===== config.mk =====
export PLATFORM = sky130hd
export DESIGN_NAME = step_sequencer_trigger_timer_unit
export DESIGN_NICKNAME = d
export VERILOG_FILES = /design/src/rtl/sstt_pkg.sv /design/src/rtl/step_sequencer_trigger_timer_unit.sv
export SDC_FILE = /design/constraint.sdc
export NUM_CORES = 1
export LEC_CHECK = 0
export BUFFER_PORTS_ARGS = -buffer_cell sky130_fd_sc_hd__buf_2
export CAP_MARGIN = 0
export CORE_MARGIN = 3
export CORE_UTILIZATION = 50
export DETAILED_ROUTE_END_ITERATION = 10
export HOLD_SLACK_MARGIN = 0.06
export PLACE_DENSITY = 0.67
export SLEW_MARGIN = 20
export SYNTH_ARGS = -nofsm -noshare
export SYNTH_HDL_FRONTEND = slang
export SYNTH_SLANG_ARGS = --single-unit

===== constraint.sdc =====
create_clock -name clk -period 6.6 [get_ports clk]
set_clock_uncertainty 0.1 [all_clocks]
set_input_delay 1.32 -clock clk [delete_from_list [all_inputs] [get_ports clk]]
set_output_delay 1.32 -clock clk [all_outputs]
set_load 0.02 [all_outputs]

===== src/rtl/sstt_pkg.sv =====
package sstt_pkg;

	// Pattern geometry
	localparam int CHANNELS      = 8;
	localparam int STEPS         = 16;
	localparam int STEP_W        = $clog2(STEPS);
	localparam int COUNT_W       = STEP_W + 1;

	// Block and crossing limits
	localparam int MAX_BLOCK     = 4096;
	localparam int BLK_W         = 13;
	localparam int MAX_CROSSINGS = 17;
	localparam int K_W           = $clog2(MAX_CROSSINGS + 1);

	// Fixed point: UQ16.12 period and phase
	localparam int FRAC_BITS     = 12;
	localparam int PERIOD_W      = 28;
	localparam int TTF_W         = PERIOD_W + 6;
	localparam int OFFSET_W      = 12;

	// Register file
	localparam int CFG_IDX_W     = 1;
	localparam logic [PERIOD_W-1:0] PERIOD_RESET = PERIOD_W'(46854144);
	localparam logic [COUNT_W-1:0]  COUNT_RESET  = COUNT_W'(16);

	typedef enum logic [CFG_IDX_W-1:0] {
		REG_STEP_PERIOD = 1'b0,
		REG_STEP_COUNT  = 1'b1
	} reg_idx_t;

	typedef enum logic [1:0] {
		OP_BLOCK = 2'd0,
		OP_START = 2'd1,
		OP_STOP  = 2'd2,
		OP_WRITE = 2'd3
	} op_t;

endpackage


===== src/rtl/step_sequencer_trigger_timer_unit.sv =====
// Step sequencer trigger timer.
// Input channel (in_valid/in_ready) takes one request per audio-side event:
// an audio block (operation, sample_count), start, stop, or a pattern cell
// write (channel, step, active). Output channel (out_valid/out_ready) gives
// one result per step reached: step_index, channel_mask, offset within the
// block, and last on the final result of a request.
// Configuration channel (cfg_valid/cfg_ready, cfg_index, cfg_data) writes
// step_period (index 0, UQ16.12 samples per step) and step_count (index 1);
// it is always ready; the user must write it only while the block is idle (not enforced).
// Stop and pattern writes complete in the accept cycle. A start stages
// step 0 and loads it into the output register from the test state. An
// audio block that crosses k step periods (k at most 17) runs the sum
// state, then every crossing runs one subtract/compare pass (step and test
// states) through the shared phase datapath, waiting while the output is held.
// The block takes one request at a time; in_ready is high only when idle.
// When the receiver stalls, the held result stays in the output register
// and the crossing sequencer waits with the next result staged.
// Reset clears the pattern grid, step, phase and run flag, and loads the
// register reset values; no result is pending after reset.
module step_sequencer_trigger_timer_unit (
	input  logic                            clk,
	input  logic                            arst_n,
	input  logic                            cfg_valid,
	output logic                            cfg_ready,
	input  logic [sstt_pkg::CFG_IDX_W-1:0]  cfg_index,
	input  logic [sstt_pkg::PERIOD_W-1:0]   cfg_data,
	input  logic                            in_valid,
	output logic                            in_ready,
	input  logic [1:0]                      operation,
	input  logic [sstt_pkg::BLK_W-1:0]      sample_count,
	input  logic [2:0]                      channel,
	input  logic [3:0]                      step,
	input  logic                            active,
	output logic                            out_valid,
	input  logic                            out_ready,
	output logic [3:0]                      step_index,
	output logic [sstt_pkg::CHANNELS-1:0]   channel_mask,
	output logic [sstt_pkg::OFFSET_W-1:0]   offset,
	output logic                            last
);
	import sstt_pkg::*;

	typedef enum logic [1:0] {
		S_IDLE,
		S_SUM,
		S_TEST,
		S_STEP
	} state_t;

	state_t state_q;

	// Configuration registers
	logic [PERIOD_W-1:0] period_q;
	logic [COUNT_W-1:0]  count_q;

	// Sequencer state
	logic [CHANNELS-1:0] grid_q [STEPS];
	logic [STEP_W-1:0]   cur_q;
	logic [PERIOD_W-1:0] phase_q;
	logic                running_q;

	// Per-request working registers
	logic signed [TTF_W-1:0] ttf_q;
	logic [BLK_W-1:0]        blk_q;
	logic [K_W-1:0]          k_q;

	// Staged result waiting for the output register
	logic                pend_q;
	logic [STEP_W-1:0]   pend_step_q;
	logic [CHANNELS-1:0] pend_mask_q;
	logic [OFFSET_W-1:0] pend_off_q;

	// Output register
	logic                out_valid_q;
	logic [STEP_W-1:0]   out_step_q;
	logic [CHANNELS-1:0] out_mask_q;
	logic [OFFSET_W-1:0] out_off_q;
	logic                out_last_q;

	logic [PERIOD_W-1:0]     per_eff;
	logic [COUNT_W-1:0]      cnt_eff;
	logic [BLK_W-1:0]        blk_clamp;
	logic [PERIOD_W:0]       phase_sum;
	logic [PERIOD_W-1:0]     phase_sat;
	logic signed [TTF_W-1:0] ttf_init;
	logic                    more;
	logic                    slot_free;
	logic                    load_out;
	logic [STEP_W-1:0]       cur_base;
	logic [COUNT_W-1:0]      cur_inc;
	logic [STEP_W-1:0]       cur_next;
	logic                    ttf_pos;
	logic [TTF_W-2-FRAC_BITS:0] ttf_smp;
	logic [BLK_W-1:0]        blk_lim;
	logic [OFFSET_W-1:0]     off_calc;
	op_t                     op;

	assign op = op_t'(operation);

	// A zero period behaves as the smallest period.
	assign per_eff = (period_q == '0) ? PERIOD_W'(1) : period_q;

	// Clamp the loop length to 1 .. STEPS.
	always_comb begin
		if (count_q == '0) begin
			cnt_eff = COUNT_W'(1);
		end else if (count_q > COUNT_W'(STEPS)) begin
			cnt_eff = COUNT_W'(STEPS);
		end else begin
			cnt_eff = count_q;
		end
	end

	assign blk_clamp = (sample_count > BLK_W'(MAX_BLOCK)) ? BLK_W'(MAX_BLOCK) : sample_count;

	// Add the block length to the phase, saturating at full scale.
	assign phase_sum = (PERIOD_W + 1)'(phase_q)
		+ (PERIOD_W + 1)'({blk_q, {FRAC_BITS{1'b0}}});
	assign phase_sat = phase_sum[PERIOD_W] ? {PERIOD_W{1'b1}} : phase_sum[PERIOD_W-1:0];

	// Distance from block start to the first crossing, before the add.
	assign ttf_init = signed'(TTF_W'(per_eff) - TTF_W'(phase_q));

	// Another crossing is due while the phase holds a full period and fewer than MAX_CROSSINGS have run.
	assign more = (phase_q >= per_eff) && (k_q != K_W'(MAX_CROSSINGS));

	assign slot_free = !out_valid_q || out_ready;
	assign load_out  = (state_q == S_TEST) && pend_q && slot_free;

	// Advance the step, wrapping at the loop length; an out-of-loop step counts as 0 before the advance.
	assign cur_base = (COUNT_W'(cur_q) >= cnt_eff) ? '0 : cur_q;
	assign cur_inc  = COUNT_W'(cur_base) + COUNT_W'(1);
	assign cur_next = (cur_inc == cnt_eff) ? '0 : cur_inc[STEP_W-1:0];

	// Offset of this crossing in whole samples, clamped to the block.
	assign ttf_pos = !ttf_q[TTF_W-1] && (ttf_q != '0);
	assign ttf_smp = ttf_q[TTF_W-2:FRAC_BITS];
	assign blk_lim = blk_q - BLK_W'(1);

	always_comb begin
		if (!ttf_pos || (blk_q == '0)) begin
			off_calc = '0;
		end else if (ttf_smp > (TTF_W - 1 - FRAC_BITS)'(blk_lim)) begin
			off_calc = blk_lim[OFFSET_W-1:0];
		end else begin
			off_calc = ttf_smp[OFFSET_W-1:0];
		end
	end

	always_ff @(posedge clk or negedge arst_n) begin
		if (!arst_n) begin
			state_q     <= S_IDLE;
			period_q    <= PERIOD_RESET;
			count_q     <= COUNT_RESET;
			grid_q      <= '{default: '0};
			cur_q       <= '0;
			phase_q     <= '0;
			running_q   <= 1'b0;
			k_q         <= '0;
			pend_q      <= 1'b0;
			out_valid_q <= 1'b0;
		end else begin
			// Drop the shown result once it is taken, unless a new one loads.
			if (out_valid_q && out_ready && !load_out) begin
				out_valid_q <= 1'b0;
			end

			if (cfg_valid) begin
				unique case (reg_idx_t'(cfg_index))
					REG_STEP_PERIOD: period_q <= cfg_data;
					REG_STEP_COUNT:  count_q  <= cfg_data[COUNT_W-1:0];
					default: ;
				endcase
			end

			unique case (state_q)
				S_IDLE: begin
					if (in_valid) begin
						unique case (op)
							OP_START: begin
								// Rewind and stage step 0 at offset 0; the phase
								// of zero ends the crossing test at once.
								cur_q       <= '0;
								phase_q     <= '0;
								running_q   <= 1'b1;
								k_q         <= '0;
								pend_q      <= 1'b1;
								pend_step_q <= '0;
								pend_mask_q <= grid_q[0];
								pend_off_q  <= '0;
								state_q     <= S_TEST;
							end
							OP_STOP: begin
								running_q <= 1'b0;
							end
							OP_WRITE: begin
								if (COUNT_W'(step) < cnt_eff) begin
									grid_q[step][channel] <= active;
								end
							end
							OP_BLOCK: begin
								if (running_q) begin
									blk_q   <= blk_clamp;
									state_q <= S_SUM;
								end
							end
							default: ;
						endcase
					end
				end
				S_SUM: begin
					ttf_q   <= ttf_init;
					phase_q <= phase_sat;
					k_q     <= '0;
					pend_q  <= 1'b0;
					state_q <= S_TEST;
				end
				S_TEST: begin
					// Release the staged result once the output register is
					// free; it is final when no further crossing is due.
					if (pend_q) begin
						if (slot_free) begin
							out_valid_q <= 1'b1;
							out_step_q  <= pend_step_q;
							out_mask_q  <= pend_mask_q;
							out_off_q   <= pend_off_q;
							out_last_q  <= !more;
							pend_q      <= 1'b0;
							state_q     <= more ? S_STEP : S_IDLE;
						end
					end else begin
						state_q <= more ? S_STEP : S_IDLE;
					end
				end
				S_STEP: begin
					phase_q     <= phase_q - per_eff;
					ttf_q       <= ttf_q + signed'(TTF_W'(per_eff));
					cur_q       <= cur_next;
					k_q         <= k_q + K_W'(1);
					pend_q      <= 1'b1;
					pend_step_q <= cur_next;
					pend_mask_q <= grid_q[cur_next];
					pend_off_q  <= off_calc;
					state_q     <= S_TEST;
				end
				default: state_q <= S_IDLE;
			endcase
		end
	end

	assign cfg_ready    = 1'b1;
	assign in_ready     = (state_q == S_IDLE);
	assign out_valid    = out_valid_q;
	assign step_index   = out_step_q;
	assign channel_mask = out_mask_q;
	assign offset       = out_off_q;
	assign last         = out_last_q;

endmodule


* Word level (Yosys, flattened, before mapping)
Index checks and enable logic that the tools add are counted.
** Word-level totals
- Flip-flop bits (word level) :: 299
- Bits in latches :: 0
- RAM bits :: 0
- Memory bits (read-only) :: 0
- Memories :: 0
** Operators by class
- $add $sub $neg :: 7
- Multipliers :: 0
- Div/mod/pow operators :: 0
- $lt $le $gt $ge :: 11
- Eq/ne operators :: 13
- Shift-type cells :: 0
- Multiplexer cells :: 49
- Bitwise logic cells :: 3
- Reductions and logical operators :: 38
** Operator list (number)
- bitwise mux 128 bit :: 1
- two-way mux 28 bit :: 4
- one-hot mux 28 bit (3 select lines) :: 1
- one-hot mux 34 bit (2 select lines) :: 1
- two-way mux 12 bit :: 4
- two-way mux 8 bit :: 5
- adder 34 x 29 -> 34 bit :: 1
- nonzero test 34 bit :: 1
- binary-select mux 8 bit (select 4 bit) :: 1
- demux 8 bit (select 4 bit) :: 1
- adder 28 x 25 -> 29 bit :: 1
- subtractor 28 x 28 -> 29 bit :: 1
- >= comparator 28 bit :: 1
- logical NOT 28 bit :: 1
- subtractor 28 bit :: 1
- one-hot mux 12 bit (2 select lines) :: 1
- greater-than comparator 21 x 13 -> 1 bit :: 1
- two-way mux 5 bit :: 4
- two-way mux 4 bit :: 4
- one-hot mux 8 bit (2 select lines) :: 1
- AND reduction 4 bit :: 4
- one-hot mux 5 bit (3 select lines) :: 1
- greater-than comparator 13 bit, second input constant :: 1
- logical NOT 13 bit :: 1
- 39 further kinds :: 78

* Logic depth before layout (Yosys ltp)
- Word-level depth :: 13
- Gate-level depth with buffers :: 24
- Gate-level depth less buffers :: 20

* Worst setup path before layout
OpenSTA, ideal clock, no wires.
- Path kind :: register to register
- Start point :: reg count_q[4]
- End point :: reg pend_mask_q[6] (data pin)
- Library setup time :: 0.263 ns
- Arrival time :: 5.337 ns
- Path slack :: 0.900 ns
- Cell stages (with the launch flop) :: 25
- Path buffers :: 4
- Cell sequence :: dfstp_2 buf_6 bufinv_8 o21ai_1 inv_1 ha_1 nand2b_1 a2111o_1 nand3_1 nand2_1 inv_1 clkbuf_1 clkbuf_1 ha_1 nor2b_1 a22oi_2 a31oi_1 a31oi_4 nand4_4 nor2_1 nor2_1 buf_2 mux4_2 a22o_1 a2111o_1
** On the way
- Word-level cells in the longest chain between the ends :: 13
** RTL lines
- from (decl) :: RTL line step_sequencer_trigger_timer_unit.sv:54 : logic [COUNT_W-1:0] count_q;
- from (signal assigned) :: RTL line step_sequencer_trigger_timer_unit.sv:171 : REG_STEP_COUNT: count_q <= cfg_data[COUNT_W-1:0];
- greater-than comparator 5 bit :: RTL line step_sequencer_trigger_timer_unit.sv:107 : end else if (count_q > COUNT_W'(STEPS)) begin
- two-way mux 5 bit :: RTL line step_sequencer_trigger_timer_unit.sv:107
- two-way mux 5 bit (*) :: RTL line step_sequencer_trigger_timer_unit.sv:105 : if (count_q == '0) begin
- >= comparator 4 x 5 -> 1 bit :: RTL line step_sequencer_trigger_timer_unit.sv:131 : assign cur_base = (COUNT_W'(cur_q) >= cnt_eff) ? '0 : cur_q;
- two-way mux 4 bit :: RTL line step_sequencer_trigger_timer_unit.sv:131
- adder 4 x 1 -> 5 bit :: RTL line step_sequencer_trigger_timer_unit.sv:132 : assign cur_inc = COUNT_W'(cur_base) + COUNT_W'(1);
- equality test 5 bit :: RTL line step_sequencer_trigger_timer_unit.sv:133 : assign cur_next = (cur_inc == cnt_eff) ? '0 : cur_inc[STEP_W-1:0];
- two-way mux 4 bit (*) :: RTL line step_sequencer_trigger_timer_unit.sv:133
- inverter 4 -> 5 bit (not written as such) (*) :: RTL line step_sequencer_trigger_timer_unit.sv:242 : pend_mask_q <= grid_q[cur_next];
- binary-select mux 8 bit (select 4 bit) (*) :: RTL line step_sequencer_trigger_timer_unit.sv:242
- two-way mux 8 bit (not written as such) (*) (2 in a row) :: RTL line step_sequencer_trigger_timer_unit.sv:242
- one-hot mux 8 bit (2 select lines) (*) :: RTL line step_sequencer_trigger_timer_unit.sv:176 : unique case (state_q)
- to (signal assigned) :: RTL line step_sequencer_trigger_timer_unit.sv:189 : pend_mask_q <= grid_q[0];
- to (signal assigned) :: RTL line step_sequencer_trigger_timer_unit.sv:242
- to (decl) :: RTL line step_sequencer_trigger_timer_unit.sv:70 : logic [CHANNELS-1:0] pend_mask_q;
Mark *: on every way between the ends. The rest lies on a longest branch, timed or not. The select of a mux whose other input is x is not followed.
A chain may end at the register's enable or synchronous reset.

* Worst setup path in the final report
- Start point :: reg count_q[4]
- End point :: reg pend_mask_q[3] (data pin)
Same word-level chain as after synthesis.

==> impl_metrics.json <==
{
  "ctsRootBufferMaster": "clkbuf_16",
  "finalInstanceArea_um2": 21600,
  "ys_types": 79,
  "area_growth_pct": 10.4,
  "slowest_delay_ns": 0.83,
  "yosys_warnings": 0,
  "n_antenna_cell": 0,
  "cts_hold_buf": 0,
  "drc_errors": 0,
  "placementRows": 71,
  "powerDensity_nw_per_um2": 377,
  "die-width_um": 204,
  "seq_area_frac_synth_pct": 40.8,
  "setup_violations": 0,
  "dr.pass1.iters": 7,
  "fillCellCount": 3284,
  "clock_path_buffers": 3,
  "finalCritPeriodShare_pct": 92.7,
  "postSynth.asyncResetShare_pct": 67.9,
  "vdd.ir_drop.worst_uv": 153,
  "synth_top_flop_cell": "dfrtp_1",
  "post_dp_cell_area_um2": 20300,
  "die_area_um2": 41500,
  "viasPerCell": 6.08,
  "max-slew-margin-rel_pct": 26.5,
  "maxCapViolCount": 0,
  "endpoint_kind": "flop",
  "core_um2": 38100,
  "p_leak_nw": 9.26,
  "path_cells": "bufinv_8 > o21ai_1 > inv_1 > ha_1 > nand2b_1 > a2111o_1 > nand3_1 > nand2_1 > inv_1 > ha_1 > nor2b_1 > a22oi_2 > a31oi_1 > a31oi_4 > nand4_4 > o21a_1 > nor2_1 > a22o_1 > a2111o_1",
  "start_util_pct": 51.3,
  "htreeDepth": 2,
  "critPathLaunchType": "flop",
  "avgSynthCellArea_um2": 9.66,
  "dp_slack_ns": 0.529,
  "synth_area_um2": 19600,
  "critical_path_required_ns": 6.80,
  "cts_made_buffers": 37,
  "drive_gt1_share_pct": 16.5,
  "critical_path_peak_fanout": 19,
  "io_buffers": 83,
  "max_freq_mhz": 163,
  "post-cts-setup-buffers": 0,
  "fin_tns_setup_ns": 0,
  "ys_seq_elements": 299,
  "num_vias": 15700,
  "dp_hpwl_um": 41500,
  "path_class": "reg2reg",
  "grt.overflow.total": 0,
  "worstPathArrival_ns": 6.32,
  "dieHeight_um": 204,
  "ios": 85,
  "path_clk_slew_ns": 0.06,
  "status": "finished, final reports clean",
  "wire_per_inst_um": 21.8,
  "dp_cells": 2513,
  "post_cts_resize_count": 0,
  "synth_area_leaders": "dfrtp_1 25%, edfxtp_1 15%, ha_1 8.3%",
  "hold_class": "reg2reg",
  "grt_max_degree": 129,
  "rsz0062_at_grt": "false",
  "synth_top_cell_by_area": "dfrtp_1",
  "postRouteAntennaNets": 0,
  "synth_nets": 2217,
  "antenna_found_initial": 0,
  "netlist_instances": 2026,
  "drt_wl_total_um": 56200,
  "grt_pass1_wl_um": 87400,
  "period_minus_slack_ns": 6.12,
  "drtIter0Drc": 1346,
  "worst_slack_ns": 0.482,
  "clock_sinks": 299,
  "clock_latency_ns": 0.58,
  "finalHoldViolCount": 0,
  "slowest_stage": "o21a_1",
  "synth_edf_count": 96,
  "layout.nets": 2233,
  "synth_top_area_share_pct": 24.7,
  "grt_pass1_vias": 15100,
  "fin_cells": 2582,
  "cts_tree": "built",
  "grt_util_all_layers_pct": 27.0,
  "gp_congestion": 0.939,
  "worst_pin_slew_ns": 1.09,
  "drv_slew": 0
}
==> logic make-up after synthesis <==
group | Yosys count | synth area share [%]
DFF | 299 | 40.8
adders and majority gates | 134 | 8.72
and+or+nand+nor | 613 | 14.4
muxes | 178 | 11.2
xor gates and xnor gates | 91 | 4.11
other | 1 | 0.0192
buffers and inverters | 231 | 4.73
AOI/OAI and AO/OA | 479 | 16.1
==> worst max-delay path: cells and delay by family (launching register included) <==
kind / cells / cell delay, ns
adder cells (fa/ha/maj): 2 / 0.55
buffers and inverters: 3 / 0.60
AND/OR/NAND/NOR: 6 / 1.38
AO/OA/AOI/OAI: 8 / 2.57
flip-flops: 1 / 0.62
==> synth_stat cells (all sizes together), types with 24 or more instances <==
master,instances
nor2,202
dfrtp,193
nand2,186
mux2,136
ha,130
o21ai,126
a21oi,113
clkbuf,109
inv,104
edfxtp,96
xnor2,64
a211oi,44
nor3,37
a21o,35
nand3,35
nor2b,32
xor2,27
mux2i,26
nand2b,25
o21a,24
==> flip-flops by register name, indices dropped and copies added (netlist names), 2 cells and up <==
register      flops
grid_q          128
blk_q            13
count_q           5
pend_off_q       12
pend_step_q       4
channel_mask      8
state_q           2
ttf_q            34
pend_mask_q       8
phase_q          28
offset           12
step_index        4
k_q               5
cur_q             4
period_q         28
==> worst paths after layout <==
kind / startpoint / to / slack [ns] / cells past startpoint
max: count_q[4] / pend_mask_q[3] / 0.48 / 19
min reg2reg: pend_off_q[2] / offset[2] / 0.32 / 0
max in group asynchronous: arst_n / grid_q[20] / 4.36 / 2
min: pend_off_q[2] / offset[2] / 0.32 / 0
min in group asynchronous: arst_n / state_q[1] / 0.65 / 1
max reg2reg: count_q[4] / pend_mask_q[3] / 0.48 / 19
==> metal layers <==
| layer | GRT usage (%) | vias to the layer above | wire length, um |
|---|---|---|---|
| met5 | 0 | - | 0 |
| met4 | 7.94 | 0 | 1450 |
| met3 | 6.59 | 85 | 5030 |
| met2 | 39.9 | 582 | 24000 |
| met1 | 39.6 | 7718 | 25700 |
| li1 | - | 7301 | - |
==> cell type report <==
class	count	area (um2)	area share (%)
Sequential cell	299	7980	36.9
Clock inverter	20	236	1.09
Multi-Input combinational cell	1496	10700	49.5
Inverter	105	408	1.89
Clock buffer	48	1050	4.85
Tap cell	511	639	2.96
Timing Repair Buffer	103	591	2.73
==> power by group <==
group / switching [mW] / total, mW / internal, mW
sequential: 0.255 / 2.54 / 2.29
clock: 0.856 / 2.15 / 1.29
combinational: 2.13 / 3.44 / 1.32
==> cells in the final DEF (no fill, tap or decap), types with 8 or more instances in the layout <==
cell and n:
nor2_1 200, dfrtp_1 193, nand2_1 186, mux2_2 134, ha_1 129, o21ai_0 117
a21oi_1 113, inv_1 104, edfxtp_1 96, buf_2 82, xnor2_1 63, a211oi_1 43
clkbuf_16 38, nor3_1 37, nand3_1 35, a21o_1 35, nor2b_1 31, xor2_1 27
nand2b_1 25, mux2i_1 25, o21a_1 24, nor4_1 20, nand4_1 20, and2_1 20
buf_4 18, o31ai_1 13, o21bai_1 13, a31oi_1 12, a22o_1 12, o22ai_1 12
and3_1 11, or3_1 10, dfstp_2 10, a2111o_1 9, a311oi_1 9, mux4_2 9
a2111oi_0 8, a221oi_1 8
==> through the flow <==
| step | util, % | total power [mW] | hold WS [ns] |
|---|---|---|---|
| after floorplan | - | 5.04 | 0.300 |
| after global routing | 56.7 | 8.65 | 0.330 |
| after CTS | 56.6 | 8.12 | 0.320 |
| after detailed placement | 53.2 | 5.93 | 0.305 |
| after global placement | 53.2 | 5.88 | 0.302 |
| final | 56.7 | 8.13 | 0.319 |
No activity file was read; power rests on OpenSTA's default activity.
